[src/tws_pkg.sv]
// Shared types and constants for the two-wire sensor bus master.
`timescale 1ns / 1ps
package tws_pkg;

  localparam int unsigned CfgIdxW   = 2;
  localparam int unsigned TickW     = 16;
  localparam int unsigned PollW     = 10;
  localparam int unsigned StepW     = 6;
  localparam int unsigned ByteW     = 8;
  localparam int unsigned InDataW   = 16;
  localparam int unsigned OutDataW  = 16;
  localparam int unsigned CmdW      = 3;

  localparam logic [TickW-1:0] HalfPeriodRst   = 16'd10;
  localparam logic [TickW-1:0] PollIntervalRst = 16'd1000;
  localparam logic [PollW-1:0] PollLimitRst    = 10'd500;

  // Configuration register indexes.
  localparam logic [CfgIdxW-1:0] CfgHalfPeriod   = 2'd0;
  localparam logic [CfgIdxW-1:0] CfgPollInterval = 2'd1;
  localparam logic [CfgIdxW-1:0] CfgPollLimit    = 2'd2;

  typedef enum logic [CmdW-1:0] {
    CMD_TICK  = 3'd0,
    CMD_START = 3'd1,
    CMD_STOP  = 3'd2,
    CMD_WRITE = 3'd3,
    CMD_READ  = 3'd4,
    CMD_RESET = 3'd5,
    CMD_WAIT  = 3'd6
  } tws_cmd_e;

  // Pin sequencer operations.
  typedef enum logic [3:0] {
    OP_END      = 4'd0,
    OP_SDA0     = 4'd1,
    OP_SDA1     = 4'd2,
    OP_SCL0     = 4'd3,
    OP_SCL1     = 4'd4,
    OP_HOLD     = 4'd5,
    OP_BIT      = 4'd6,
    OP_REL_HOLD = 4'd7,
    OP_SAMPLE   = 4'd8,
    OP_ACKBIT   = 4'd9
  } tws_op_e;

  // Pin level bit positions.
  localparam int unsigned PinScl = 0;
  localparam int unsigned PinSda = 1;
  localparam int unsigned PinDrv = 2;

endpackage

[src/two_wire_sensor_bus_master_core.sv]
// Top level of the two-wire sensor bus master: command/tick stream in, pin state out.
`timescale 1ns / 1ps
// An accepted item's result is registered in the output register. Throughput: one item
// per clock unless results stall; the sequence table lookup and one pin update sit
// between the state registers, and the output register parts the two stream sides.
// Reset (rst_ni low, asynchronous) idles the sequencer, drives clock low and data high,
// restores the register defaults (hold 10, poll interval 1000, poll limit 500).
module two_wire_sensor_bus_master_core (
  input  logic                          clk_i,
  input  logic                          rst_ni,
  // Input stream.
  input  logic                          s_axis_tvalid_i,
  output logic                          s_axis_tready_o,
  // tdata: data_byte [7:0], send_ack [8], sda_in [9], zero fill [15:10].
  input  logic [tws_pkg::InDataW-1:0]   s_axis_tdata_i,
  // tuser: opcode [2:0].
  input  logic [tws_pkg::CmdW-1:0]      s_axis_tuser_i,
  // Result stream.
  output logic                          m_axis_tvalid_o,
  input  logic                          m_axis_tready_i,
  // tdata: scl_out [0], sda_out [1], sda_drive [2], busy_res [3], done_res [4],
  // read_byte [12:5], ack_seen [13], rejected [14], zero fill [15].
  output logic [tws_pkg::OutDataW-1:0]  m_axis_tdata_o,
  // Configuration write channel.
  input  logic                          cfg_valid_i,
  output logic                          cfg_ready_o,
  input  logic [tws_pkg::CfgIdxW-1:0]   cfg_index_i,
  input  logic [tws_pkg::TickW-1:0]     cfg_data_i
);
  import tws_pkg::*;

  // Configuration registers.
  logic [TickW-1:0] half_period_q;
  logic [TickW-1:0] poll_interval_q;
  logic [PollW-1:0] poll_limit_q;

  // Sequencer state.
  tws_cmd_e         cmd_q, cmd_d;
  logic [StepW-1:0] step_q, step_d;
  logic [ByteW-1:0] shift_q, shift_d;
  logic [TickW-1:0] delay_q, delay_d;
  logic [PollW-1:0] poll_q, poll_d;
  logic [2:0]       pins_q, pins_d;
  logic             ack_q, ack_d;
  logic [ByteW-1:0] last_read_q, last_read_d;
  logic             read_ack_q, read_ack_d;

  // Output register.
  logic                out_valid_q;
  logic [OutDataW-1:0] out_data_q;
  logic [OutDataW-1:0] out_data_d;

  // Input item fields.
  tws_cmd_e         in_cmd;
  logic [ByteW-1:0] in_byte;
  logic             in_send_ack;
  logic             in_sda;

  logic             accept;
  logic             is_command;
  logic             cmd_start;
  logic             done;
  logic             rejected;
  logic             run;

  // Operand selection for the sequencer step.
  tws_cmd_e         run_cmd;
  logic [StepW-1:0] run_step;
  logic [ByteW-1:0] run_shift;
  logic [2:0]       run_pins;
  tws_op_e          run_op;

  logic [TickW-1:0] hold_len;
  logic [TickW-1:0] poll_len;
  logic [PollW-1:0] poll_max;
  logic [TickW-1:0] delay_dec;
  logic [PollW-1:0] poll_inc;

  assign in_cmd      = tws_cmd_e'(s_axis_tuser_i);
  assign in_byte     = s_axis_tdata_i[ByteW-1:0];
  assign in_send_ack = s_axis_tdata_i[ByteW];
  assign in_sda      = s_axis_tdata_i[ByteW+1];

  // A new item is taken whenever the result register is free or being emptied.
  assign s_axis_tready_o = !out_valid_q || m_axis_tready_i;
  assign accept          = s_axis_tvalid_i && s_axis_tready_o;
  assign cfg_ready_o     = 1'b1;

  // Zero in any timing register behaves as one.
  assign hold_len  = (half_period_q == '0) ? TickW'(1) : half_period_q;
  assign poll_len  = (poll_interval_q == '0) ? TickW'(1) : poll_interval_q;
  assign poll_max  = (poll_limit_q == '0) ? PollW'(1) : poll_limit_q;
  assign delay_dec = (delay_q != '0) ? (delay_q - TickW'(1)) : delay_q;
  assign poll_inc  = poll_q + PollW'(1);

  always_comb begin
    case (in_cmd)
      CMD_START, CMD_STOP, CMD_WRITE, CMD_READ, CMD_RESET: is_command = 1'b1;
      default:                                             is_command = 1'b0;
    endcase
  end

  // A non-wait command accepted while idle runs its first operation at once.
  assign cmd_start = accept && is_command && (cmd_q == CMD_TICK);

  always_comb begin
    if (cmd_start) begin
      run_cmd  = in_cmd;
      run_step = '0;
      run_pins = pins_q;
      run_pins[PinDrv] = (in_cmd != CMD_READ);
      if (in_cmd == CMD_WRITE) begin
        run_shift = in_byte;
      end else if (in_cmd == CMD_READ) begin
        run_shift = '0;
      end else begin
        run_shift = shift_q;
      end
    end else begin
      run_cmd   = cmd_q;
      run_step  = step_q;
      run_pins  = pins_q;
      run_shift = shift_q;
    end
  end

  tws_seq_rom u_seq_rom (
    .cmd_i  (run_cmd),
    .step_i (run_step),
    .op_o   (run_op)
  );

  // Next state for one accepted item.
  always_comb begin
    cmd_d       = cmd_q;
    step_d      = step_q;
    shift_d     = shift_q;
    delay_d     = delay_q;
    poll_d      = poll_q;
    pins_d      = pins_q;
    ack_d       = ack_q;
    last_read_d = last_read_q;
    read_ack_d  = read_ack_q;
    done        = 1'b0;
    rejected    = 1'b0;
    run         = 1'b0;

    if (accept) begin
      case (in_cmd)
        CMD_TICK: begin
          // Ticks count down the hold; when it runs out the next operation fires, or a wait polls.
          if (cmd_q != CMD_TICK) begin
            delay_d = delay_dec;
            if (delay_dec == '0) begin
              if (cmd_q == CMD_WAIT) begin
                poll_d = poll_inc;
                if (!in_sda || (poll_inc >= poll_max)) begin
                  ack_d = !in_sda;
                  cmd_d = CMD_TICK;
                  done  = 1'b1;
                end else begin
                  delay_d = poll_len;
                end
              end else begin
                run = 1'b1;
              end
            end
          end
        end
        CMD_START, CMD_STOP, CMD_WRITE, CMD_READ, CMD_RESET, CMD_WAIT: begin
          if (cmd_q != CMD_TICK) begin
            rejected = 1'b1;
          end else begin
            cmd_d  = in_cmd;
            step_d = '0;
            if (in_cmd == CMD_WAIT) begin
              pins_d[PinDrv] = 1'b0;
              poll_d  = '0;
              delay_d = poll_len;
            end else begin
              if (in_cmd == CMD_READ) read_ack_d = in_send_ack;
              run = 1'b1;
            end
          end
        end
        default: ;
      endcase
    end

    if (run) begin
      if (run_op == OP_END) begin
        if (run_cmd == CMD_READ) last_read_d = run_shift;
        cmd_d   = CMD_TICK;
        step_d  = '0;
        delay_d = '0;
        done    = 1'b1;
      end else begin
        pins_d  = run_pins;
        shift_d = run_shift;
        case (run_op)
          OP_SDA0: pins_d[PinSda] = 1'b0;
          OP_SDA1: pins_d[PinSda] = 1'b1;
          OP_SCL0: pins_d[PinScl] = 1'b0;
          OP_SCL1: pins_d[PinScl] = 1'b1;
          OP_BIT: begin
            pins_d[PinSda] = run_shift[ByteW-1];
            shift_d        = {run_shift[ByteW-2:0], 1'b0};
          end
          OP_REL_HOLD: pins_d[PinDrv] = 1'b0;
          OP_SAMPLE: begin
            // A write samples the slave acknowledge; a read shifts in a data bit.
            if (run_cmd == CMD_WRITE) begin
              ack_d = !in_sda;
            end else begin
              shift_d = {run_shift[ByteW-2:0], in_sda};
            end
            pins_d[PinScl] = 1'b0;
          end
          OP_ACKBIT: begin
            pins_d[PinDrv] = 1'b1;
            pins_d[PinSda] = !read_ack_q;
          end
          default: ;
        endcase
        step_d  = run_step + StepW'(1);
        delay_d = hold_len;
      end
    end
  end

  assign out_data_d = {1'b0, rejected, ack_d, last_read_d, done,
                       (cmd_d != CMD_TICK), pins_d};

  always_ff @(posedge clk_i or negedge rst_ni) begin
    if (!rst_ni) begin
      half_period_q   <= HalfPeriodRst;
      poll_interval_q <= PollIntervalRst;
      poll_limit_q    <= PollLimitRst;
    end else if (cfg_valid_i && cfg_ready_o) begin
      case (cfg_index_i)
        CfgHalfPeriod:   half_period_q   <= cfg_data_i;
        CfgPollInterval: poll_interval_q <= cfg_data_i;
        CfgPollLimit:    poll_limit_q    <= cfg_data_i[PollW-1:0];
        default: ;
      endcase
    end
  end

  always_ff @(posedge clk_i or negedge rst_ni) begin
    if (!rst_ni) begin
      cmd_q       <= CMD_TICK;
      step_q      <= '0;
      shift_q     <= '0;
      delay_q     <= '0;
      poll_q      <= '0;
      pins_q      <= 3'b110;
      ack_q       <= 1'b0;
      last_read_q <= '0;
      read_ack_q  <= 1'b0;
    end else if (accept) begin
      cmd_q       <= cmd_d;
      step_q      <= step_d;
      shift_q     <= shift_d;
      delay_q     <= delay_d;
      poll_q      <= poll_d;
      pins_q      <= pins_d;
      ack_q       <= ack_d;
      last_read_q <= last_read_d;
      read_ack_q  <= read_ack_d;
    end
  end

  always_ff @(posedge clk_i or negedge rst_ni) begin
    if (!rst_ni) begin
      out_valid_q <= 1'b0;
    end else if (accept) begin
      out_valid_q <= 1'b1;
    end else if (m_axis_tready_i) begin
      out_valid_q <= 1'b0;
    end
  end

  always_ff @(posedge clk_i) begin
    if (accept) begin
      out_data_q <= out_data_d;
    end
  end

  assign m_axis_tvalid_o = out_valid_q;
  assign m_axis_tdata_o  = out_data_q;

`ifndef SYNTH
  // A finished command never reports busy in the same result.
  assert property (@(posedge clk_i) disable iff (!rst_ni)
    (out_valid_q && out_data_q[4]) |-> !out_data_q[3])
    else $error("done reported while busy");

  // A rejected command only happens while a sequence is running, which keeps running.
  assert property (@(posedge clk_i) disable iff (!rst_ni)
    (out_valid_q && out_data_q[14]) |-> out_data_q[3])
    else $error("rejection reported while idle");

  // The idle sequencer always sits at its first step with no hold pending.
  assert property (@(posedge clk_i) disable iff (!rst_ni)
    (cmd_q == CMD_TICK) |-> ((step_q == '0) && (delay_q == '0)))
    else $error("idle sequencer with stale step or hold");
`endif

endmodule

[src/tws_seq_rom.sv]
// Sequence table: maps the active command and its step to a pin operation.
`timescale 1ns / 1ps
module tws_seq_rom (
  input  tws_pkg::tws_cmd_e             cmd_i,
  input  logic [tws_pkg::StepW-1:0]     step_i,
  output tws_pkg::tws_op_e              op_o
);
  import tws_pkg::*;

  logic [3:0]      bit_sum;
  logic [1:0]      phase;
  logic [2:0]      start_idx;
  logic [StepW-1:0] reset_off;

  // Start condition pattern, also used by the tail of the bus reset.
  function automatic tws_op_e start_op(logic [2:0] idx);
    tws_op_e res;
    case (idx)
      3'd0:    res = OP_SDA1;
      3'd1:    res = OP_SCL1;
      3'd2:    res = OP_SDA0;
      3'd3:    res = OP_SCL0;
      3'd4:    res = OP_SCL1;
      3'd5:    res = OP_SDA1;
      default: res = OP_SCL0;
    endcase
    return res;
  endfunction

  // Step modulo three: even bit weights are 1 and odd ones 2 (mod 3).
  assign bit_sum = {2'b00, step_i[0]} + {2'b00, step_i[2]} + {2'b00, step_i[4]}
                 + {1'b0, step_i[1], 1'b0} + {1'b0, step_i[3], 1'b0}
                 + {1'b0, step_i[5], 1'b0};

  always_comb begin
    case (bit_sum)
      4'd0, 4'd3, 4'd6, 4'd9: phase = 2'd0;
      4'd1, 4'd4, 4'd7:       phase = 2'd1;
      default:                phase = 2'd2;
    endcase
  end

  assign reset_off = step_i - StepW'(27);
  assign start_idx = reset_off[2:0];

  always_comb begin
    op_o = OP_END;
    case (cmd_i)
      CMD_START: begin
        if (step_i < StepW'(7)) op_o = start_op(step_i[2:0]);
      end
      CMD_STOP: begin
        if (step_i == StepW'(0))      op_o = OP_SDA0;
        else if (step_i == StepW'(1)) op_o = OP_SCL1;
        else if (step_i == StepW'(2)) op_o = OP_SDA1;
      end
      CMD_WRITE: begin
        if (step_i < StepW'(24)) begin
          op_o = (phase == 2'd0) ? OP_BIT : ((phase == 2'd1) ? OP_SCL1 : OP_SCL0);
        end else if (step_i == StepW'(24)) begin
          op_o = OP_REL_HOLD;
        end else if (step_i == StepW'(25)) begin
          op_o = OP_SCL1;
        end else if (step_i == StepW'(26)) begin
          op_o = OP_SAMPLE;
        end
      end
      CMD_READ: begin
        if (step_i < StepW'(24)) begin
          op_o = (phase == 2'd0) ? OP_HOLD : ((phase == 2'd1) ? OP_SCL1 : OP_SAMPLE);
        end else if (step_i == StepW'(24)) begin
          op_o = OP_ACKBIT;
        end else if (step_i == StepW'(25)) begin
          op_o = OP_SCL1;
        end else if (step_i == StepW'(26)) begin
          op_o = OP_SCL0;
        end
      end
      CMD_RESET: begin
        if (step_i < StepW'(27)) begin
          op_o = (phase == 2'd0) ? OP_SDA1 : ((phase == 2'd1) ? OP_SCL1 : OP_SCL0);
        end else if (step_i < StepW'(34)) begin
          op_o = start_op(start_idx);
        end else if (step_i == StepW'(34)) begin
          op_o = OP_SCL1;
        end
      end
      default: op_o = OP_END;
    endcase
  end

endmodule

[config.mk]
export PLATFORM = sky130hd
export DESIGN_NAME = two_wire_sensor_bus_master_core
export DESIGN_NICKNAME = d
export VERILOG_FILES = /design/src/tws_pkg.sv /design/src/two_wire_sensor_bus_master_core.sv /design/src/tws_seq_rom.sv
export SDC_FILE = /design/constraint.sdc
export NUM_CORES = 1
export LEC_CHECK = 0
export ABC_AREA = 1
export BUFFER_PORTS_ARGS = -buffer_cell sky130_fd_sc_hd__buf_2
export CAP_MARGIN = 20
export CORE_MARGIN = 1
export CORE_UTILIZATION = 60
export CTS_CLUSTER_DIAMETER = 80
export CTS_CLUSTER_SIZE = 30
export DETAILED_ROUTE_END_ITERATION = 12
export PLACE_DENSITY = 0.8
export SLEW_MARGIN = 20
export SYNTH_ARGS = -nofsm -noshare
export SYNTH_HDL_FRONTEND = slang
export SYNTH_HIERARCHICAL = 1
export SYNTH_SLANG_ARGS = --single-unit
[constraint.sdc]
create_clock -name clk_i -period 11.9 [get_ports clk_i]
set_clock_uncertainty 0.05 [all_clocks]
set_input_delay 1.785 -clock clk_i [delete_from_list [all_inputs] [get_ports clk_i]]
set_output_delay 1.785 -clock clk_i [all_outputs]
set_load 0.03 [all_outputs]
==> impl_metrics.tcl, run 1 <==
set metrics [dict create \
    netlist_area_um2 7350 \
    dp.cells 1206 \
    crit_path_frequent_cell "nor2_1" \
    crit_required_ns 12.12 \
    ctsResizeCount 0 \
    synth_edf_count 15 \
    worst_ep_arrival_time_ns 7.29 \
    yosysMostFrequentCell "nand2_1" \
    place_congestion 0.8785 \
    yosys.cell_types.count 50 \
    critPathBufInv 6 \
    clk_pin_slew_ns 0.05 \
    fin_crit_sh 0.5937 \
    yosysWarnings 6 \
    critPathMaxStageDelay_ns 0.58 \
    final_area_um2 8269 \
    slowest_stage "nand2_1" \
    finalCriticalPeriod_ns 7.065 \
    clock-sinks 114 \
    rsz0062_at_grt "no" \
    initial_core_util 0.6144 \
    leakage_nw 4.340 \
    async_flop_share 0.8684 \
    yosys-top-cells-area "dfrtp_1, nand2_1, inv_1, edfxtp_1, nand3_1" \
    pre_cts_ws_ns 4.470 \
    area_delta_synth_final_pct 12.51 \
    drv_cap 0 \
    ir_drop_uv 145.6 \
    dieArea_um2 12700 \
    fin_total_pwr_w 0.001488 \
    vias 6668 \
    met1_length_um 7578 \
    synth-xor-area-share 0.01668 \
    cp_max_fo 21 \
    grt_pass1_wl_um 28170 \
    routed.top_layer "met4" \
    synthAdderAreaFrac 0.03269 \
    firstDrtPassIters 5 \
    synthTopCellsByCount "nand2_1, inv_1, nor2_1, nand3_1" \
    tritoncts "yes" \
    drt-total-wl_um 16460 \
    clkLatencyLatePin_ns 0.42 \
    synth.area.mux_share 0.001532 \
    tightest_slew_ns 0.8878 \
    critPathLaunchType "primary input" \
    crit_path_end_kind "register" \
    critical_path_class "primary input to register" \
    synth_top_area_share 0.2826 \
    antenna_found_initial 0 \
    fin_nets 1138 \
    diodes 0 \
    status "finished clean" \
    ys.flop_type "dfrtp_1" \
    core_um2 11960 \
    post_drt_via_cell_ratio 5.386 \
    postSynthAreaPerCell_um2 7.094 \
    hold_buffers 0 \
    seq_area_frac_synth 0.4011 \
    postCtsSetupBuffers 0 \
    grt_usage 0.2807 \
    synthCells 1036 \
    maxSlewViolCount 0 \
    maxSlewHeadroom 0.4067 \
    hold_viol_final 0 \
    met3WireLength_um 757 \
    grt_pass1_vias 6093 \
    gr-total-overflow 0 \
    pin_count 61 \
    die_width_um 112.7 \
    synth_fp_nets 1096 \
    grt_max_degree 53 \
    clock_tree.root_cell "clkbuf_16" \
    hold_class "register to register" \
    ant_nets 0 \
    drcViolationCount 0 \
    fmax_ghz 0.1415 \
    clock_path_buffers 2 \
    synth_compound_area_frac 0.1151 \
    num-fill-cells 1015 \
    yosys.area.top_type "dfrtp_1" \
    drt_iter0_drc 482 \
    synth_seq_cells 114 \
    crit_family "simple AND/OR/NAND/NOR gates" \
    cts_buffers 17 \
    dr_wl_met2_um 7837 \
    hpwl_um 11970 \
    synth_top_family_by_area "simple AND/OR/NAND/NOR gates" \
    wire_per_inst_um 13.30 \
    tns_ns 0 \
    fin_ws_ns 4.835 \
    rows 40 \
    final_cells 1238 \
    synthSimpleGateAreaFrac 0.3347 \
    power_density_nw_per_um2 179.9 \
    placed_area_um2 7640 \
    h-tree-depth 4 \
    setup_violations 0 \
    portBuffers 52 \
    die_y_um 112.7 \
    drive_gt1_frac 0.1274 \
]
==> kinds of logic after synthesis <==
logic type | count (synthesis)
buffers and inverters | 170
AND/OR/NAND/NOR | 562
multiplexers | 1
flip-flops | 114
XOR/XNOR | 14
AO/OA/AOI/OAI | 155
other | 2
adder cells (fa/ha/maj) | 18
==> routing by layer <==
layer,vias up,GRT usage
met5,-,0
met4,0,0.1058
met3,24,0.05616
met2,167,0.4539
met1,3039,0.3742
li1,3438,-
==> report_power, final <==
part / leakage (nW) / switching [W] / internal (W)
combinational: 2.71 / 0.000295 / 0.000152
clock: 0.306 / 0.000176 / 0.000354
sequential: 1.33 / 0.0000531 / 0.000458
==> area by class of cell <==
cell class | instances | area, um2 | share of cell area
multi-input combinational | 752 | 3700 | 0.4474
inverter | 137 | 515.5 | 0.06234
tap | 147 | 183.9 | 0.02224
clock buffer | 25 | 538.0 | 0.06506
timing repair buffer | 56 | 292.8 | 0.03541
clock inverter | 7 | 91.34 | 0.01105
sequential | 114 | 2948 | 0.3565
==> flip-flops by register name, summed over array words and instances (netlist names) <==
name	flops
cmd_q	3
read_ack_q	1
shift_q	8
m_axis_tvalid_o	1
poll_q	10
delay_q	16
poll_limit_q	10
last_read_q	8
half_period_q	16
m_axis_tdata_o	15
step_q	6
ack_q	1
poll_interval_q	16
pins_q	3
==> worst register-to-register path: stages (launching register included) <==
cell and delay [ns]:
dfrtp_1 0.33, nand2_1 0.08, nand2_1 0.24, inv_1 0.10, nand3_1 0.40, inv_1 0.27, nor2_1 0.44, inv_1 0.15
fa_1 0.55, inv_1 0.04, ha_1 0.18, inv_1 0.06, ha_1 0.26, nand3_1 0.10, nand2_1 0.05, nor2_1 0.23
nand3_1 0.14, nand2_1 0.10, nand2_1 0.06, nand3_1 0.20, nor2_1 0.10, nand2_1 0.52, nand2_1 0.59, nor2_1 0.25
a21oi_1 0.06
==> placed cells by master, fill, tap and decap left out, drive strengths merged, types with 2 or more instances in the layout <==
master and n:
nand2 328, inv 137, o21ai 105, nor2 100, nand3 90, dfrtp 83
buf 56, clkbuf 25, a21oi 23, ha 16, dfstp 16, edfxtp 15
o22ai 13, nor3 11, nor4 10, nand3b 10, xor2 9, nand4 7
xnor2 5, and2 3, clkinv 3, o31ai 2, a31oi 2, o211ai 2
or2 2, a41oi 2, conb 2, clkinvlp 2, bufinv 2, fa 2
==> worst paths after layout <==
check,start,endpoint,slack (ns),cells past startpoint
min in group asynchronous,rst_ni,delay_q[12]$_DFFE_PN0P_,1.32,1
worst min register to register,last_read_q[4]$_DFFE_PN0P_,last_read_q[4]$_DFFE_PN0P_,0.43,2
worst min-delay path,last_read_q[4]$_DFFE_PN0P_,last_read_q[4]$_DFFE_PN0P_,0.43,2
worst max-delay path,s_axis_tuser_i[1],shift_q[6]$_DFFE_PN0P_,4.83,26
worst max register to register,m_axis_tvalid_o$_DFFE_PN0P_,shift_q[6]$_DFFE_PN0P_,6.19,24
max in group asynchronous,rst_ni,half_period_q[2]$_DFFE_PN0P_,9.39,2
==> per-stage QoR <==
step | hold WS, ns | utilization
after floorplan | 0.3994 | -
after global placement | 0.4148 | 0.6387
after detailed placement | 0.4152 | 0.6387
after CTS | 0.4296 | 0.6913
after global routing | 0.4364 | 0.6913
final | 0.4285 | 0.6913
Note: power is estimated with default switching activity, not from simulation.
==> run 2, diff against run 1 <==
--- a/config.mk
+++ b/config.mk
@@ -9,11 +9,11 @@
 export BUFFER_PORTS_ARGS = -buffer_cell sky130_fd_sc_hd__buf_2
 export CAP_MARGIN = 20
 export CORE_MARGIN = 1
-export CORE_UTILIZATION = 60
+export CORE_UTILIZATION = 55
 export CTS_CLUSTER_DIAMETER = 80
 export CTS_CLUSTER_SIZE = 30
 export DETAILED_ROUTE_END_ITERATION = 12
-export PLACE_DENSITY = 0.8
+export PLACE_DENSITY = 0.77
 export SLEW_MARGIN = 20
 export SYNTH_ARGS = -nofsm -noshare
 export SYNTH_HDL_FRONTEND = slang
==> constraint.sdc (replaced) <==
create_clock -name clk_i -period 5.85 [get_ports clk_i]
set_clock_uncertainty 0.05 [all_clocks]
set_input_delay 0.8775 -clock clk_i [delete_from_list [all_inputs] [get_ports clk_i]]
set_output_delay 0.8775 -clock clk_i [all_outputs]
set_load 0.03 [all_outputs]
==> run 2 against run 1 <==
Compared with the run above: cell count rose by 2.4%; global-route usage down 3.0 points; routed wire length about the same; via count down 0.64%; clock power rose by 100%; register-to-register slack got worse by 5.1 ns; worst hold slack improved by 0.00069 ns; sequential cell count stayed put; utilization is 4.3 points lower; first-iteration DRC count increased by 33%; design area rose by 0.54%.
==> impl_metrics.tcl, run 2 (synthesized netlist as in run 1, its figures left out) <==
set metrics [dict create \
    status "finished clean" \
    hold_buffers 0 \
    rsz0062_at_grt "no" \
    grt_max_degree 55 \
    core_um2 12820 \
    fin_total_pwr_w 0.003010 \
    leakage_nw 4.354 \
    gr-total-overflow 0 \
    ant_nets 0 \
    num-fill-cells 1133 \
    power_density_nw_per_um2 362.1 \
    grt_pass1_vias 6018 \
    die_width_um 117.6 \
    pin_count 61 \
    h-tree-depth 4 \
    drive_gt1_frac 0.1305 \
    top_regs "delay_q: 16 flops, half_period_q: 16 flops, poll_interval_q: 16 flops" \
    critPathLaunchType "primary input" \
    dieArea_um2 13830 \
    place_congestion 0.8674 \
    slowest_stage "fa_1" \
    vias 6625 \
    hpwl_um 11910 \
    firstDrtPassIters 6 \
    post_drt_via_cell_ratio 5.225 \
    diodes 0 \
    fmax_ghz 0.1944 \
    rows 41 \
    die_y_um 117.6 \
    hold_viol_final 0 \
    layout_commonest_cell "nand2_1" \
    postCtsSetupBuffers 0 \
    cp_max_fo 15 \
    drt_iter0_drc 643 \
    ctsResizeCount 0 \
    finalCriticalPeriod_ns 5.144 \
    grt_usage 0.2506 \
    clock-sinks 114 \
    fin_nets 1143 \
    area_delta_synth_final_pct 13.13 \
    drt-total-wl_um 16450 \
    clkLatencyLatePin_ns 0.42 \
    maxSlewViolCount 0 \
    crit_required_ns 6.13 \
    grt_pass1_wl_um 28030 \
    wire_per_inst_um 12.97 \
    hold_class "primary input to async pin" \
    clock_tree.root_cell "clkbuf_16" \
    ir_drop_uv 247.6 \
    drv_cap 0 \
    clock_path_buffers 2 \
    clk_pin_slew_ns 0.05 \
    critical_path_class "primary input to register" \
    worst_ep_arrival_time_ns 5.42 \
    mostFrequentLayoutCells "nand2_1, inv_1, nor2_1, nand3_1" \
    fin_crit_sh 0.8794 \
    maxSlewHeadroom 0.4055 \
    tns_ns 0 \
    post-route-util 0.6483 \
    crit_path_end_kind "register" \
    crit_path_frequent_cell "nor2_1" \
    antenna_found_initial 0 \
    tritoncts "yes" \
    initial_core_util 0.5731 \
    tightest_slew_ns 0.8896 \
    cts_buffers 17 \
    drcViolationCount 0 \
    setup_violations 0 \
    portBuffers 52 \
    critPathMaxStageDelay_ns 0.44 \
]
## run 2: changes by cell type in the layout (fill, tap and decap cells not counted)
cell	delta
buf_4	+5
clkbuf_1	+1
clkbuf_8	-1
clkbuf_16	-2
bufinv_16	+1
clkinvlp_4	-1
clkinv_2	+1
clkinv_4	+1
## run 2: worst paths after layout
| kind | from | slack (ns) | to | cells past startpoint |
|---|---|---|---|---|
| setup / recovery | s_axis_tuser_i[1] | 0.71 | shift_q[1]$_DFFE_PN0P_ | 30 |
| hold / removal | rst_ni | 0.43 | step_q[4]$_DFFE_PN0P_ | 1 |
| setup reg to reg | cmd_q[2]$_DFFE_PN0P_ | 1.09 | shift_q[1]$_DFFE_PN0P_ | 28 |
| hold reg to reg | last_read_q[6]$_DFFE_PN0P_ | 0.43 | last_read_q[6]$_DFFE_PN0P_ | 2 |
| max in group asynchronous | rst_ni | 4.19 | half_period_q[6]$_DFFE_PN0P_ | 2 |
| min in group clk_i | last_read_q[6]$_DFFE_PN0P_ | 0.43 | last_read_q[6]$_DFFE_PN0P_ | 2 |
## run 2: through the flow
stage / worst slack, ns / hold WS, ns / std cells / instance area (um2)
after global routing: 0.1326 / 0.4448 / 1268 / 8314
after global placement: 0.4347 / 0.4148 / 1236 / 7709
after floorplan: 0.7858 / 0.3994 / 1036 / 7350
after CTS: 0.7847 / 0.4350 / 1268 / 8314
final: 0.7057 / 0.4292 / 1268 / 8314
after detailed placement: 0.3466 / 0.4220 / 1236 / 7709
## run 2: critical path: cells and delay by family
kind            cells  cell delay [ns]
compound gates      3             0.36
fa+ha+maj           3             0.91
buf+inv             8             0.77
simple gates       16             2.48
## run 2: routing by layer
layer | up-vias | GRT usage | routed length (um)
li1 | 3437 | - | -
met1 | 3000 | 0.3405 | 7903
met2 | 163 | 0.3998 | 7585
met3 | 25 | 0.04748 | 668
met4 | 0 | 0.08974 | 291
met5 | - | 0 | 0
## run 2: report_power, final
part / total, W / internal [W] / switching [W]
clock: 0.00106 / 0.000701 / 0.000357
combinational: 0.000913 / 0.000315 / 0.000598
sequential: 0.00104 / 0.000931 / 0.000108
total: 0.00301 / 0.00195 / 0.00106
## run 2: cell type report
cell class	count	area (um2)	share of cell area
clock buffers	23	478.0	0.05749
clock inverters	9	127.6	0.01535
inverters	137	515.5	0.06200
multi-input cells	752	3700	0.4450
flip-flops and latches	114	2948	0.3546
well taps	172	215.2	0.02588
repair buffers	61	330.3	0.03973
==> run 3, diff against run 2 <==
--- a/config.mk
+++ b/config.mk
@@ -9,11 +9,11 @@
 export BUFFER_PORTS_ARGS = -buffer_cell sky130_fd_sc_hd__buf_2
 export CAP_MARGIN = 20
 export CORE_MARGIN = 1
-export CORE_UTILIZATION = 55
+export CORE_UTILIZATION = 60
 export CTS_CLUSTER_DIAMETER = 80
 export CTS_CLUSTER_SIZE = 30
 export DETAILED_ROUTE_END_ITERATION = 12
-export PLACE_DENSITY = 0.77
+export PLACE_DENSITY = 0.8
 export SLEW_MARGIN = 20
 export SYNTH_ARGS = -nofsm -noshare
 export SYNTH_HDL_FRONTEND = slang
==> constraint.sdc (replaced) <==
create_clock -name clk_i -period 5.6 [get_ports clk_i]
set_clock_uncertainty 0.05 [all_clocks]
set_input_delay 0.84 -clock clk_i [delete_from_list [all_inputs] [get_ports clk_i]]
set_output_delay 0.84 -clock clk_i [all_outputs]
set_load 0.03 [all_outputs]
==> run 3 against run 2 <==
Compared with the run above: via count grew 2.3%; clock power is essentially flat; sequential share of layout area grew 0.14 points; setup slack lost 0.32 ns; worst hold slack lost 0.040 ns; routed wire length grew 5.2%; non-clock buffer count grew 1; global-route usage grew 4.4 points; count of clock-buffer cells in the layout is the same.
==> impl_metrics.tcl, run 3 (synthesized netlist as in run 1, its figures left out) <==
set metrics [dict create \
    worst_ep_arrival_time_ns 5.32 \
    fin_ws_ns 0.3892 \
    top_regs "delay_q: 16 flops, half_period_q: 16 flops, poll_interval_q: 16 flops" \
    tns_ns 0 \
    hold_ws_ns 0.3892 \
    dieArea_um2 12700 \
    portBuffers 52 \
    hold_buffers 0 \
    tightest_slew_ns 0.9257 \
    mostFrequentLayoutCells "nand2_1, inv_1, nand3_1, nor2_1" \
    r2r_cells 25 \
    diodes 0 \
    ir_drop_uv 264.9 \
    antenna_found_initial 0 \
    die_y_um 112.7 \
    area_delta_synth_final_pct 12.68 \
    p_clk_frac 0.344 \
    rsz0062_at_grt "no" \
    setup_violations 0 \
    rows 40 \
    hold_viol_final 0 \
    cp_max_fo 24 \
    power.net_switching_w 0.001126 \
    drt_iter0_drc 595 \
    critPathLaunchType "primary input" \
    place_congestion 0.8775 \
    maxSlewViolCount 0 \
    drt-total-wl_um 17300 \
    drv_cap 0 \
    clk_pin_slew_ns 0.05 \
    critical_path_class "primary input to register" \
    clock_path_buffers 2 \
    grt_usage 0.2945 \
    drcViolationCount 0 \
    ant_nets 0 \
    tritoncts "yes" \
    multi_input_area_um2 3707 \
    leakage_nw 4.356 \
    crit_path_end_kind "register" \
    hold_class "primary input to async pin" \
    layout_commonest_cell "nand2_1" \
    worst-r2r-setup-slack_ns 0.78 \
    core_um2 11960 \
    firstDrtPassIters 7 \
    num-fill-cells 1047 \
    r2r_end "m_axis_tdata_o[5]$_DFFE_PP_" \
    worstReg2RegStart "cmd_q[1]$_DFFE_PN0P_" \
    internal_power_w 0.002006 \
    maxSlewHeadroom 0.3814 \
    pin_count 61 \
    crit_required_ns 5.71 \
    initial_core_util 0.6144 \
    combPwrFrac 0.309 \
    grt_pass1_vias 6466 \
    ff_latch_area_um2 2948 \
    wire_per_inst_um 13.91 \
    power_density_nw_per_um2 378.2 \
    clkLatencyLatePin_ns 0.42 \
    p_seq_frac 0.347 \
    fin_crit_sh 0.9305 \
    grt_max_degree 56 \
    vias 6775 \
    fmax_ghz 0.1919 \
    status "finished clean" \
    cts_buffers 17 \
    drive_gt1_frac 0.1340 \
    clock-sinks 114 \
    clock_tree.root_cell "clkbuf_16" \
    h-tree-depth 4 \
    pre_cts_ws_ns -0.1366 \
    finalCriticalPeriod_ns 5.211 \
    grt_pass1_wl_um 29630 \
    post_drt_via_cell_ratio 5.446 \
    hpwl_um 12110 \
    fin_nets 1144 \
    gr-total-overflow 0 \
    die_width_um 112.7 \
    switching_share 0.3596 \
]
run 3: layout make-up:
class                      instances  share of cell area
clock buffer                      23             0.05907
clock inverter                     9             0.01209
inverter                         137             0.06225
multi-input combinational        752              0.4477
sequential                       114              0.3559
tap                              147             0.02221
timing repair buffer              62             0.04079
run 3: per-stage QoR:
stage          power, W    util  cells  cell area, um2
6_report       0.003132  0.6924   1244            8282
5_1_grt        0.003344  0.6924   1244            8282
4_1_cts        0.003130  0.6917   1244            8274
3_5_place_dp   0.002043  0.6425   1212            7685
3_3_place_gp   0.002019  0.6425   1212            7685
2_1_floorplan  0.001813       -   1036            7350
run 3: layer usage:
metal	part of all wire	up-vias	wire length, um	global-route usage
met5	0	-	0	0
met4	0.026	0	448	0.1182
met3	0.043	46	752	0.05778
met2	0.48	188	8337	0.4872
met1	0.45	3098	7766	0.3808
li1	-	3443	-	-
run 3: power groups by stage:
| stage | clock [W] | sequential, W | combinational, W |
|---|---|---|---|
| 2_1_floorplan | 0 | 0.00108 | 0.000738 |
| 3_3_place_gp | 0 | 0.00109 | 0.000926 |
| 3_5_place_dp | 0 | 0.00110 | 0.000948 |
| 4_1_cts | 0.00109 | 0.00108 | 0.000961 |
| 5_1_grt | 0.00113 | 0.00110 | 0.00111 |
| 6_report | 0.00108 | 0.00109 | 0.000968 |
run 3: worst max-delay path by stage:
stage / from / endpoint / slack (ns) / cells after the start
after global placement: s_axis_tuser_i[1] / shift_q[6]$_DFFE_PN0P_ / 0.11 / 29
after floorplan: m_axis_tready_i / shift_q[5]$_DFFE_PN0P_ / 0.57 / 31
after CTS: s_axis_tuser_i[1] / shift_q[1]$_DFFE_PN0P_ / 0.29 / 28
final: s_axis_tuser_i[1] / m_axis_tdata_o[5]$_DFFE_PP_ / 0.39 / 27
after detailed placement: s_axis_tuser_i[1] / shift_q[1]$_DFFE_PN0P_ / -0.14 / 29
after global routing: s_axis_tuser_i[0] / m_axis_tdata_o[7]$_DFFE_PP_ / 0.05 / 27
run 3: worst max-delay path: stages:
cell	delay, ns
buf_2	0.12
nor2_1	0.21
inv_1	0.09
nor2_1	0.26
nor2_1	0.10
nand3_1	0.23
inv_1	0.23
nor2_1	0.33
inv_1	0.13
fa_1	0.37
inv_1	0.06
ha_1	0.16
inv_1	0.04
ha_1	0.33
inv_1	0.05
nor2_1	0.10
nor2_1	0.09
nand2_1	0.07
nand2_1	0.06
a21oi_1	0.12
nand3_1	0.19
nor2_1	0.21
nand2_1	0.20
inv_1	0.21
nand3_4	0.25
nand2_1	0.16
o21ai_1	0.08
run 3: timing repair:
item / 4_1_cts / 5_1_grt
gates resized for setup: 0 / 3
buffers inserted: 0 / 0
endpoints found under the setup margin: 0 / 9
